`config.mk`:
```
export PLATFORM = sky130hd
export DESIGN_NAME = left_to_right_arith_evaluator_flat
export DESIGN_NICKNAME = d
export VERILOG_FILES = /design/src/rtl/core/lre_pkg.sv /design/src/rtl/core/lre_if.sv /design/src/rtl/core/left_to_right_arith_evaluator.sv /design/src/rtl/core/lre_alu.sv /design/src/flat_wrapper.sv
export SDC_FILE = /design/constraint.sdc
export NUM_CORES = 1
export LEC_CHECK = 0
export BUFFER_PORTS_ARGS = -buffer_cell sky130_fd_sc_hd__buf_2
export CORE_UTILIZATION = 30
export DETAILED_ROUTE_END_ITERATION = 7
export SYNTH_ARGS = -nofsm -noshare
export SYNTH_HDL_FRONTEND = slang
export SYNTH_SLANG_ARGS = --single-unit
export TNS_END_PERCENT = 50
```
`constraint.sdc`:
```
create_clock -name i_clk -period 8.1 [get_ports i_clk]
set_input_delay 0.81 -clock i_clk [delete_from_list [all_inputs] [get_ports i_clk]]
set_output_delay 0.81 -clock i_clk [all_outputs]
set_load 0.1 [all_outputs]
```
`src/rtl/core/lre_pkg.sv`:
```
package lre_pkg;

    // ascii codes the parser looks for
    localparam logic [7:0] CH_ZERO  = 8'h30;
    localparam logic [7:0] CH_NINE  = 8'h39;
    localparam logic [7:0] CH_PLUS  = 8'h2b;
    localparam logic [7:0] CH_MINUS = 8'h2d;
    localparam logic [7:0] CH_STAR  = 8'h2a;
    localparam logic [7:0] CH_SLASH = 8'h2f;

    typedef logic [1:0] t_op;
    localparam t_op OP_PLUS  = 2'd0;
    localparam t_op OP_MINUS = 2'd1;
    localparam t_op OP_MUL   = 2'd2;
    localparam t_op OP_DIV   = 2'd3;

    typedef logic [1:0] t_status;
    localparam t_status ST_OK         = 2'd0;
    localparam t_status ST_NO_FIRST   = 2'd1;
    localparam t_status ST_NO_OPERAND = 2'd2;
    localparam t_status ST_DIV_ZERO   = 2'd3;

    typedef struct packed {
        logic start;
        t_op  op;
    } t_alu_req;

    typedef struct packed {
        logic done;
        logic div_zero;
    } t_alu_rsp;

endpackage

```
`src/rtl/core/lre_if.sv`:
```
interface lre_char_if;
    logic       valid;
    logic       ready;
    logic [7:0] char_code;
    logic       last_char;

    modport source (output valid, output char_code, output last_char, input ready);
    modport sink (input valid, input char_code, input last_char, output ready);
endinterface

interface lre_res_if;
    logic              valid;
    logic              ready;
    logic signed [31:0] value;
    logic [1:0]        status;

    modport source (output valid, output value, output status, input ready);
    modport sink (input valid, input value, input status, output ready);
endinterface

```
`src/rtl/core/left_to_right_arith_evaluator.sv`:
```
// per character beat: a digit that does not end the operand is taken straight in S_IDLE;
// an operand ending under + or - goes through S_LAUNCH and S_WAIT to the alu, under * to the
// bit-serial shift-add alu, under / to its restoring divide (cut short on a zero divisor);
// the last character then passes S_EMIT to load the result register; one character at a time
// reset (synchronous, active low) clears the evaluator to expect a first number
module left_to_right_arith_evaluator #(
    parameter int VALUE_WIDTH = 32
) (
    input  logic       i_clk,
    input  logic       i_rst_n,
    lre_char_if.sink   i_char,
    lre_res_if.source  o_res
);
    import lre_pkg::*;

    localparam int W = VALUE_WIDTH;

    localparam logic [1:0] S_IDLE   = 2'd0;
    localparam logic [1:0] S_LAUNCH = 2'd1;
    localparam logic [1:0] S_WAIT   = 2'd2;
    localparam logic [1:0] S_EMIT   = 2'd3;

    localparam logic [1:0] PH_START = 2'd0;
    localparam logic [1:0] PH_NUM   = 2'd1;
    localparam logic [1:0] PH_AFTER = 2'd2;
    localparam logic [1:0] PH_DONE  = 2'd3;

    logic [1:0]         r_state, n_state;
    logic [1:0]         r_phase, n_phase;
    logic [1:0]         r_after, n_after;
    logic [W-1:0]       r_acc, n_acc;
    logic [W-1:0]       r_opnd, n_opnd;
    t_op                r_pend, n_pend;
    t_op                r_nop, n_nop;
    t_status            r_err, n_err;
    logic               r_last, n_last;
    logic               r_out_valid, n_out_valid;
    logic signed [31:0] r_value, n_value;
    t_status            r_status, n_status;

    logic               beat;
    logic               is_digit;
    logic [3:0]         digit_val;
    logic               is_op;
    t_op                op_code;
    logic               need_apply;
    logic [W-1:0]       opnd_x10;
    t_alu_req           alu_req;
    t_alu_rsp           alu_rsp;
    logic [W-1:0]       alu_result;

    assign i_char.ready = (r_state == S_IDLE);
    assign beat         = i_char.valid && i_char.ready;

    assign is_digit  = (i_char.char_code >= CH_ZERO) && (i_char.char_code <= CH_NINE);
    assign digit_val = 4'(i_char.char_code - CH_ZERO);
    // times ten as two shifted copies
    assign opnd_x10  = {r_opnd[W-4:0], 3'b000} + {r_opnd[W-2:0], 1'b0};

    always_comb begin
        is_op   = 1'b1;
        op_code = OP_PLUS;
        unique case (i_char.char_code)
            CH_PLUS:  op_code = OP_PLUS;
            CH_MINUS: op_code = OP_MINUS;
            CH_STAR:  op_code = OP_MUL;
            CH_SLASH: op_code = OP_DIV;
            default:  is_op = 1'b0;
        endcase
    end

    assign alu_req.start = (r_state == S_LAUNCH);
    assign alu_req.op    = r_pend;

    lre_alu #(
        .W (W)
    ) u_alu (
        .i_clk    (i_clk),
        .i_rst_n  (i_rst_n),
        .i_req    (alu_req),
        .i_a      (r_acc),
        .i_b      (r_opnd),
        .o_rsp    (alu_rsp),
        .o_result (alu_result)
    );

    always_comb begin
        n_state     = r_state;
        n_phase     = r_phase;
        n_after     = r_after;
        n_acc       = r_acc;
        n_opnd      = r_opnd;
        n_pend      = r_pend;
        n_nop       = r_nop;
        n_err       = r_err;
        n_last      = r_last;
        n_value     = r_value;
        n_status    = r_status;
        n_out_valid = r_out_valid;
        need_apply  = 1'b0;

        if (r_out_valid && o_res.ready) begin
            n_out_valid = 1'b0;
        end

        unique case (r_state)
            S_IDLE: begin
                if (beat) begin
                    unique case (r_phase)
                        PH_START, PH_AFTER: begin
                            if (is_digit) begin
                                n_opnd  = W'(digit_val);
                                n_phase = PH_NUM;
                            end else begin
                                n_err   = (r_phase == PH_START) ? ST_NO_FIRST : ST_NO_OPERAND;
                                n_phase = PH_DONE;
                            end
                        end
                        PH_NUM: begin
                            if (is_digit) begin
                                n_opnd = opnd_x10 + W'(digit_val);
                            end else begin
                                // operand ends: apply pending op, then take the new one
                                need_apply = 1'b1;
                                n_after    = is_op ? PH_AFTER : PH_DONE;
                                n_nop      = op_code;
                            end
                        end
                        default: ;
                    endcase
                    if (i_char.last_char && (n_phase == PH_NUM) && !need_apply) begin
                        need_apply = 1'b1;
                        n_after    = PH_DONE;
                    end
                    n_last = i_char.last_char;
                    if (need_apply) begin
                        n_state = S_LAUNCH;
                    end else if (i_char.last_char) begin
                        n_state = S_EMIT;
                    end
                end
            end
            S_LAUNCH: begin
                n_state = S_WAIT;
            end
            S_WAIT: begin
                if (alu_rsp.done) begin
                    if (alu_rsp.div_zero) begin
                        n_err   = ST_DIV_ZERO;
                        n_phase = PH_DONE;
                    end else begin
                        n_acc   = alu_result;
                        n_opnd  = '0;
                        n_phase = r_after;
                        if (r_after == PH_AFTER) begin
                            n_pend = r_nop;
                        end
                    end
                    n_state = r_last ? S_EMIT : S_IDLE;
                end
            end
            S_EMIT: begin
                if (!r_out_valid || o_res.ready) begin
                    n_out_valid = 1'b1;
                    if (r_phase == PH_AFTER) begin
                        n_status = ST_NO_OPERAND;
                        n_value  = '0;
                    end else begin
                        n_status = r_err;
                        n_value  = (r_err == ST_OK) ? 32'($signed(r_acc)) : '0;
                    end
                    // back to the start of a new expression
                    n_acc   = '0;
                    n_opnd  = '0;
                    n_pend  = OP_PLUS;
                    n_phase = PH_START;
                    n_err   = ST_OK;
                    n_state = S_IDLE;
                end
            end
        endcase
    end

    always_ff @(posedge i_clk) begin
        if (!i_rst_n) begin
            r_state     <= S_IDLE;
            r_phase     <= PH_START;
            r_acc       <= '0;
            r_opnd      <= '0;
            r_pend      <= OP_PLUS;
            r_err       <= ST_OK;
            r_last      <= 1'b0;
            r_out_valid <= 1'b0;
        end else begin
            r_state     <= n_state;
            r_phase     <= n_phase;
            r_acc       <= n_acc;
            r_opnd      <= n_opnd;
            r_pend      <= n_pend;
            r_err       <= n_err;
            r_last      <= n_last;
            r_out_valid <= n_out_valid;
        end
    end

    always_ff @(posedge i_clk) begin
        r_after  <= n_after;
        r_nop    <= n_nop;
        r_value  <= n_value;
        r_status <= n_status;
    end

    assign o_res.valid  = r_out_valid;
    assign o_res.value  = r_value;
    assign o_res.status = r_status;

endmodule

```
`src/rtl/core/lre_alu.sv`:
```
module lre_alu #(
    parameter int W = 32
) (
    input  logic               i_clk,
    input  logic               i_rst_n,
    input  lre_pkg::t_alu_req  i_req,
    input  logic [W-1:0]       i_a,
    input  logic [W-1:0]       i_b,
    output lre_pkg::t_alu_rsp  o_rsp,
    output logic [W-1:0]       o_result
);
    import lre_pkg::*;

    localparam int CW = $clog2(W + 1);

    localparam logic [1:0] A_IDLE = 2'd0;
    localparam logic [1:0] A_MUL  = 2'd1;
    localparam logic [1:0] A_DIV  = 2'd2;
    localparam logic [1:0] A_FIX  = 2'd3;

    logic [1:0]    r_state, n_state;
    logic [W-1:0]  r_res, n_res;
    logic [W-1:0]  r_x, n_x;
    logic [W-1:0]  r_y, n_y;
    logic [CW-1:0] r_cnt, n_cnt;
    logic          r_neg, n_neg;
    logic          r_done, n_done;
    logic          r_dz, n_dz;
    logic [W:0]    trial;

    // restoring divide: remainder in r_res, dividend shifts out of r_x as quotient shifts in
    assign trial = {r_res, r_x[W-1]} - {1'b0, r_y};

    always_comb begin
        n_state = r_state;
        n_res   = r_res;
        n_x     = r_x;
        n_y     = r_y;
        n_cnt   = r_cnt;
        n_neg   = r_neg;
        n_done  = 1'b0;
        n_dz    = 1'b0;
        unique case (r_state)
            A_IDLE: begin
                if (i_req.start) begin
                    unique case (i_req.op)
                        OP_PLUS: begin
                            n_res  = i_a + i_b;
                            n_done = 1'b1;
                        end
                        OP_MINUS: begin
                            n_res  = i_a - i_b;
                            n_done = 1'b1;
                        end
                        OP_MUL: begin
                            n_res   = '0;
                            n_x     = i_a;
                            n_y     = i_b;
                            n_cnt   = CW'(W);
                            n_state = A_MUL;
                        end
                        OP_DIV: begin
                            if (i_b == '0) begin
                                n_done = 1'b1;
                                n_dz   = 1'b1;
                            end else begin
                                n_x     = i_a[W-1] ? -i_a : i_a;
                                n_y     = i_b[W-1] ? -i_b : i_b;
                                n_neg   = i_a[W-1] ^ i_b[W-1];
                                n_res   = '0;
                                n_cnt   = CW'(W);
                                n_state = A_DIV;
                            end
                        end
                    endcase
                end
            end
            A_MUL: begin
                if (r_y[0]) begin
                    n_res = r_res + r_x;
                end
                n_x   = {r_x[W-2:0], 1'b0};
                n_y   = {1'b0, r_y[W-1:1]};
                n_cnt = r_cnt - 1'b1;
                if (r_cnt == CW'(1)) begin
                    n_state = A_IDLE;
                    n_done  = 1'b1;
                end
            end
            A_DIV: begin
                if (!trial[W]) begin
                    n_res = trial[W-1:0];
                    n_x   = {r_x[W-2:0], 1'b1};
                end else begin
                    n_res = {r_res[W-2:0], r_x[W-1]};
                    n_x   = {r_x[W-2:0], 1'b0};
                end
                n_cnt = r_cnt - 1'b1;
                if (r_cnt == CW'(1)) begin
                    n_state = A_FIX;
                end
            end
            A_FIX: begin
                n_res   = r_neg ? -r_x : r_x;
                n_done  = 1'b1;
                n_state = A_IDLE;
            end
        endcase
    end

    always_ff @(posedge i_clk) begin
        if (!i_rst_n) begin
            r_state <= A_IDLE;
            r_done  <= 1'b0;
            r_dz    <= 1'b0;
            r_cnt   <= '0;
        end else begin
            r_state <= n_state;
            r_done  <= n_done;
            r_dz    <= n_dz;
            r_cnt   <= n_cnt;
        end
    end

    always_ff @(posedge i_clk) begin
        r_res <= n_res;
        r_x   <= n_x;
        r_y   <= n_y;
        r_neg <= n_neg;
    end

    assign o_rsp.done     = r_done;
    assign o_rsp.div_zero = r_dz;
    assign o_result       = r_res;

endmodule
```
`src/flat_wrapper.sv`:
```
// flat-port wrapper written by rule: the top's interface ports become plain ports
module left_to_right_arith_evaluator_flat import lre_pkg::*;
#(
    parameter int VALUE_WIDTH = 32
)
  (i_clk, i_rst_n, i_char_valid, i_char_char_code, i_char_last_char, i_char_ready, o_res_valid, o_res_value, o_res_status, o_res_ready);
  lre_char_if i_char_i ();
  lre_res_if o_res_i ();
  input  logic i_clk;
  input  logic i_rst_n;
  input wire logic [$bits(i_char_i.valid)-1:0] i_char_valid;
  input wire logic [$bits(i_char_i.char_code)-1:0] i_char_char_code;
  input wire logic [$bits(i_char_i.last_char)-1:0] i_char_last_char;
  output wire logic [$bits(i_char_i.ready)-1:0] i_char_ready;
  output wire logic [$bits(o_res_i.valid)-1:0] o_res_valid;
  output wire logic [$bits(o_res_i.value)-1:0] o_res_value;
  output wire logic [$bits(o_res_i.status)-1:0] o_res_status;
  input wire logic [$bits(o_res_i.ready)-1:0] o_res_ready;
  assign i_char_i.valid = i_char_valid;
  assign i_char_i.char_code = i_char_char_code;
  assign i_char_i.last_char = i_char_last_char;
  assign i_char_ready = i_char_i.ready;
  assign o_res_valid = o_res_i.valid;
  assign o_res_value = o_res_i.value;
  assign o_res_status = o_res_i.status;
  assign o_res_i.ready = o_res_ready;
  left_to_right_arith_evaluator #(.VALUE_WIDTH(VALUE_WIDTH)) u_core (.i_clk(i_clk), .i_rst_n(i_rst_n), .i_char(i_char_i), .o_res(o_res_i));
endmodule
```
---- Yosys cells after proc, flatten, opt, wreduce, memory -nomap -nowiden ----
Index checks and enable logic that the tools add are counted.
storage, ports and cells
  bits in registers ....................... 219
  input port bits ......................... 13
  output and inout bits ................... 36
operators by class
  add/sub/neg operators ................... 11
  magnitude comparators ................... 2
  eq/ne operators ......................... 37
  mux-type cells .......................... 85
  bitwise logic cells ..................... 4
  reduce and logical (&&, ||, !) cells .... 42
operator list
  operator                                                         count
  32-bit 2-to-1 mux                                                19
  32-bit one-hot mux with 2 select lines                           5
  32-bit one-hot mux with 4 select lines                           2
  32-bit one-hot mux with 3 select lines                           2
  32-bit adder                                                     3
  32-bit negator                                                   3
  2-bit 2-to-1 mux                                                 28
  4-bit AND reduction                                              10
  33-bit by 32-bit subtractor with 33-bit output                   1
  32-bit by 4-bit adder with 32-bit output                         1
  8-bit by 6-bit == test with 1-bit output, second input constant  4
  32-bit zero test                                                 1
  32-bit subtractor                                                1
  6-bit one-hot mux with 2 select lines                            2
  2-bit != test, second input constant                             10
  2-bit one-hot mux with 3 select lines                            3
  2-bit == test, second input constant                             8
  1-bit 2-to-1 mux                                                 16
  2-bit one-hot mux with 4 select lines                            2
  3-bit != test, second input constant                             5
  6-bit 2-to-1 mux                                                 2
  2-bit by 1-bit == test with 1-bit output, second input constant  5
  2-bit zero test                                                  5
  5-bit AND reduction                                              2
  23 further kinds                                                 41

---- Depth between registers and ports, before layout ----
  depth in word-level cells ............... 15
  depth in mapped cells ................... 18
  depth with buffers taken out ............ 18

---- Cells and area by module ----
Synthesis repeated with hierarchy kept, for this count alone.
second synthesis, totals
  cells, all modules ...................... 2,272
  area, all modules ....................... 19,017.0 um^2
modules (own cells, without submodules)
  module                         instances  cells each  area an instance (um^2)  seq. area each (um^2)
  lre_alu                        1          1,609       12,872.3                 3,113.0
  left_to_right_arith_evaluator  1          663         6,144.6                  2,592.5

---- Worst setup path after synthesis ----
No wires, ideal clock.
  path kind ............................... flip-flop to flip-flop
  from .................................... register u_core.r_opnd[6]
  to ...................................... register u_core.u_alu.r_res[30], in the netlist u_core.u_alu.o_result[30], data pin
  setup time .............................. 0.259 ns
  arrival ................................. 4.528 ns
  required time ........................... 7.841 ns
  setup slack ............................. 3.313 ns
  stages on the path, launching flop included .. 19
  buffers on the path ..................... 1
  period minus slack after synthesis ...... 4.787 ns
  cells stage by stage .................... dfxtp_1 buf_6 or4_4 or4_4 or2_2 nor3_1 nor2_1 xnor2_1 ha_1 a21o_1 a21o_1 a21o_1 or3_1 o2111ai_1 o21ai_0 a21boi_0 nor4b_1 a211o_1 a211o_1
between the ends
  longest elaborated chain between the ends .. 4
RTL lines
  item                                               line                                  text
  start, declared                                    left_to_right_arith_evaluator.sv:32   logic [W-1:0] r_opnd, n_opnd;
  start signal, assigned                             left_to_right_arith_evaluator.sv:198  r_opnd <= n_opnd;
  32-bit subtractor or 32-bit adder (tied branches)  lre_alu.sv:52, lre_alu.sv:48
  32-bit one-hot mux with 4 select lines *           lre_alu.sv:46                         unique case (i_req.op)
  32-bit 2-to-1 mux *                                lre_alu.sv:45                         if (i_req.start) begin
  32-bit one-hot mux with 4 select lines *           lre_alu.sv:43                         unique case (r_state)
  named net u_core.u_alu.n_res[30]                   lre_alu.sv:22                         logic [W-1:0] r_res, n_res;
  end signal, assigned                               lre_alu.sv:126                        r_res <= n_res;
  end, declared                                      lre_alu.sv:22
Mark *: on every way through the listed nets, which the timed path passes. The rest lies on a longest branch. The select of a mux whose other input is x is not followed.
A chain may end at the register's enable or synchronous reset.

---- Worst setup path after layout ----
Same ends and word-level chain as after synthesis.

==> impl_metrics.yaml <==
status:
  outcome: "finished clean"
clock_network:
  clk_pin_slew_ps: 60
  cts_max_path_buffers: 3
  cts_tree: "done"
  htreeDepth: 1
  cts_hold_buf: 0
  ctsResizeCount: 0
  cts_setup_buffers: 0
  cts_buffers: 25
  cts_root_buffer: "clkbuf_16"
  clk_latency_ps: 560
  numClockSinks: 218
routing:
  drc: 0
  drt_iter0_markers: 1526
  vias: 16400
  dr.pass1.iters: 5
  detail-route-antenna-nets: 0
  drt-total-wl_um: 56900
  viasPerCell: 5.45
  wire_per_inst_um: 18.9
layout:
  drive_gt1_share_pct: 6.96
  area_growth_pct: 9.78
  antenna_cells: 0
  fin_nets: 2389
  nFillCells: 6288
worst_setup_path:
  crit_top_cell: "a21o_1"
  worstReg2RegStart: "u_core.r_opnd[6]$_SDFFE_PN0P_"
  start_kind: "flip-flop"
  slowest_delay_ps: 580
  reg2regPathDepth: 17
  worstPathArrival_ps: 5660
  worst-path-buf-inv: 0
  crit_chain: "or4_4, or4_4, or2_2, nor3_1, nor2_1, xnor2_1, ha_1, a21o_1, a21o_1, a21o_1, or3_1, o2111ai_1, o21ai_0, a21boi_0, nor4b_1, a211o_1, a211o_1"
  cp_top_family: "simple AND/OR/NAND/NOR gates"
  end_kind: "flip-flop"
  r2r_slack_ps: 2750
  cp_slowest_cell: "or4_4"
  cp.required_ps: 8410
  timing.rr.end: "u_core.u_alu.o_result[30]$_DFFE_PP_"
  crit_type: "flip-flop to flip-flop"
  path_max_fanout: 10
logic_synthesis:
  ys.flop_type: "edfxtp_1"
  yosysWarnings: 0
  yosys-top-cells-area: "edfxtp_1 (22%), ha_1 (11%), dfxtp_1 (9.1%), xnor2_1 (6.6%), o21ai_0 (5.2%)"
  syn_avg_cell_area_um2: 8.32
  synth-seq-cells: 218
  synthCells: 2217
  yosysUniqueCellTypes: 78
  synth_common_cells: "nand2_1 (243), o21ai_0 (191), a21oi_1 (185)"
  syn-num-nets: 2398
  ys_seq_area_share_pct: 30.9
  async_flop_share_pct: 0
  synth-edff-count: 134
  syn_area_um2: 18400
  synth_most_common_cell: "nand2_1"
  synth_top_cell_area_share_pct: 21.8
  synth.largest_area_cell: "edfxtp_1"
min_path:
  holdPathEnd: "u_core.r_last$_SDFFE_PN0P_"
  whs_path_depth: 2
  hold_start: "u_core.r_last$_SDFFE_PN0P_"
  hold_path_class: "flip-flop to flip-flop"
power:
  intPower_uw: 3680
  netSwitchingFraction_pct: 45.8
  p_switching_uw: 3120
  powerDensity_nw_per_um2: 336
  pwr-share-seq_pct: 25.2
  p_leak_uw: 0.00799
  peakVddDrop_v: 0.000172
  combPwrFrac_pct: 58.2
  p_clk_share_pct: 16.6
timing:
  rsz0062_at_grt: "no"
  setup_viol: 0
  timing.final.hold_violations: 0
  fin_hold_ws_ps: 458
  finalCriticalPeriod_ps: 5350
  fmax_mhz: 187
  slew_headroom_pct: 23.3
  drv_slew: 0
  setup-tns-final_ps: 0
  post-route-period-util_pct: 66.0
  skew_ps: 20.7
  tightest_slew_ps: 1150
global_routing:
  grt_use_met1_pct: 24.6
  met2_usage_pct: 29.3
  grt-busiest-layer: "met2"
  antenna_found_initial: 1
  grt_max_degree: 86
  grt_pass1_vias: 15800
  grt_use_met3_pct: 1.32
  grt_pass1_wl_um: 89000
  gr-total-overflow: 0
  grt_usage_pct: 17.7
die:
  initial_utilization_pct: 30.4
  num_io_pins: 49
  die_w_um: 250
  row_count: 90
  die_h_um: 250
  core_um2: 60600
  die_area_um2: 62500
place:
  dp_hpwl_um: 43700
  place.gp.congestion: 0.937
  portBuffers: 48
run:
  maxCapViolCount: 0
power groups by stage:
| stage | registers (uW) | logic, uW | clock network (uW) |
|---|---|---|---|
| after floorplan | 1660 | 2960 | 0 |
| after detailed placement | 1730 | 3880 | 0 |
| after CTS | 1700 | 3900 | 1160 |
| after global routing | 1730 | 4340 | 1190 |
| final | 1720 | 3960 | 1130 |
| after global placement | 1730 | 3830 | 0 |
metrics by stage:
step | utilization (%) | std cells | setup WS (ps) | total power [uW] | instance area [um^2]
6_report | 33.4 | 3009 | 2750 | 6800 | 20200
2_1_floorplan | - | 2217 | 3310 | 4620 | 18400
3_5_place_dp | 32.1 | 2963 | 2800 | 5600 | 19500
5_1_grt | 33.4 | 3009 | 2470 | 7260 | 20200
4_1_cts | 33.4 | 3009 | 2760 | 6760 | 20200
3_3_place_gp | 32.1 | 2963 | 2850 | 5550 | 19500
tightest hold or removal path, cell delays in order (launching register included):
cell	delay, ps
dfxtp_1	310
nand2_1	50
a21oi_1	50
area by class of cell:
cell class	instances	area [um^2]	area share, %
clock buffers	32	662	3.27
clock inverters	14	121	0.599
inverters	77	289	1.43
multi-input cells	1817	12100	59.7
flip-flops and latches	218	5710	28.2
well taps	782	978	4.83
repair buffers	69	398	1.97
registers in the layout, summed over array words and instances, names as in the netlist, 6 cells and up:
register,count
u_core.u_alu.o_result,32
u_core.o_res.value,32
u_core.u_alu.r_y,32
u_core.u_alu.r_cnt,6
u_core.r_acc,32
u_core.u_alu.r_x,32
u_core.r_opnd,32
layer usage:
layer	wire length (um)	part of all wire [%]
met3	3000	5.3
met4	1540	2.7
met5	13	0.023
met1	26400	46
met2	26000	46
cell families (layout without fill, tap and decap cells):
logic type / count (synthesis) / in the layout / synth area share, %
simple gates: 724 / 724 / 18.4
compound gates: 663 / 663 / 22.4
xor+xnor: 226 / 226 / 10.8
flops: 218 / 218 / 30.9
buf+inv: 182 / 192 / 3.77
fa+ha+maj: 168 / 168 / 11.6
mux: 36 / 36 / 2.05
cells in the final DEF (no fill, tap or decap), types with 25 or more instances in the layout:
master     netlist  layout
dfxtp_1         84      84
xnor2_1        140     140
nor3_1          39      39
xor2_1          85      85
a21o_1          49      49
edfxtp_1       134     134
and2_1          44      44
nand3_1         79      79
nand2_1        243     243
clkbuf_16        0      25
o21ai_0        191     190
inv_1           76      76
buf_2            4      48
a21oi_1        185     184
nor2_1         180     178
ha_1           163     161
how the worst max path moves through the flow:
stage / from / end / cells after the start
finish: u_core.r_opnd[6]$_SDFFE_PN0P_ / u_core.u_alu.o_result[30]$_DFFE_PP_ / 17
global route: u_core.r_opnd[6]$_SDFFE_PN0P_ / u_core.u_alu.o_result[30]$_DFFE_PP_ / 17
CTS: u_core.r_opnd[6]$_SDFFE_PN0P_ / u_core.u_alu.o_result[30]$_DFFE_PP_ / 17
detailed placement: u_core.r_opnd[6]$_SDFFE_PN0P_ / u_core.u_alu.o_result[30]$_DFFE_PP_ / 17
global placement: u_core.r_opnd[6]$_SDFFE_PN0P_ / u_core.u_alu.o_result[30]$_DFFE_PP_ / 17
floorplan: u_core.r_opnd[6]$_SDFFE_PN0P_ / u_core.u_alu.o_result[30]$_DFFE_PP_ / 18
No activity file was read; power rests on OpenSTA's default activity.
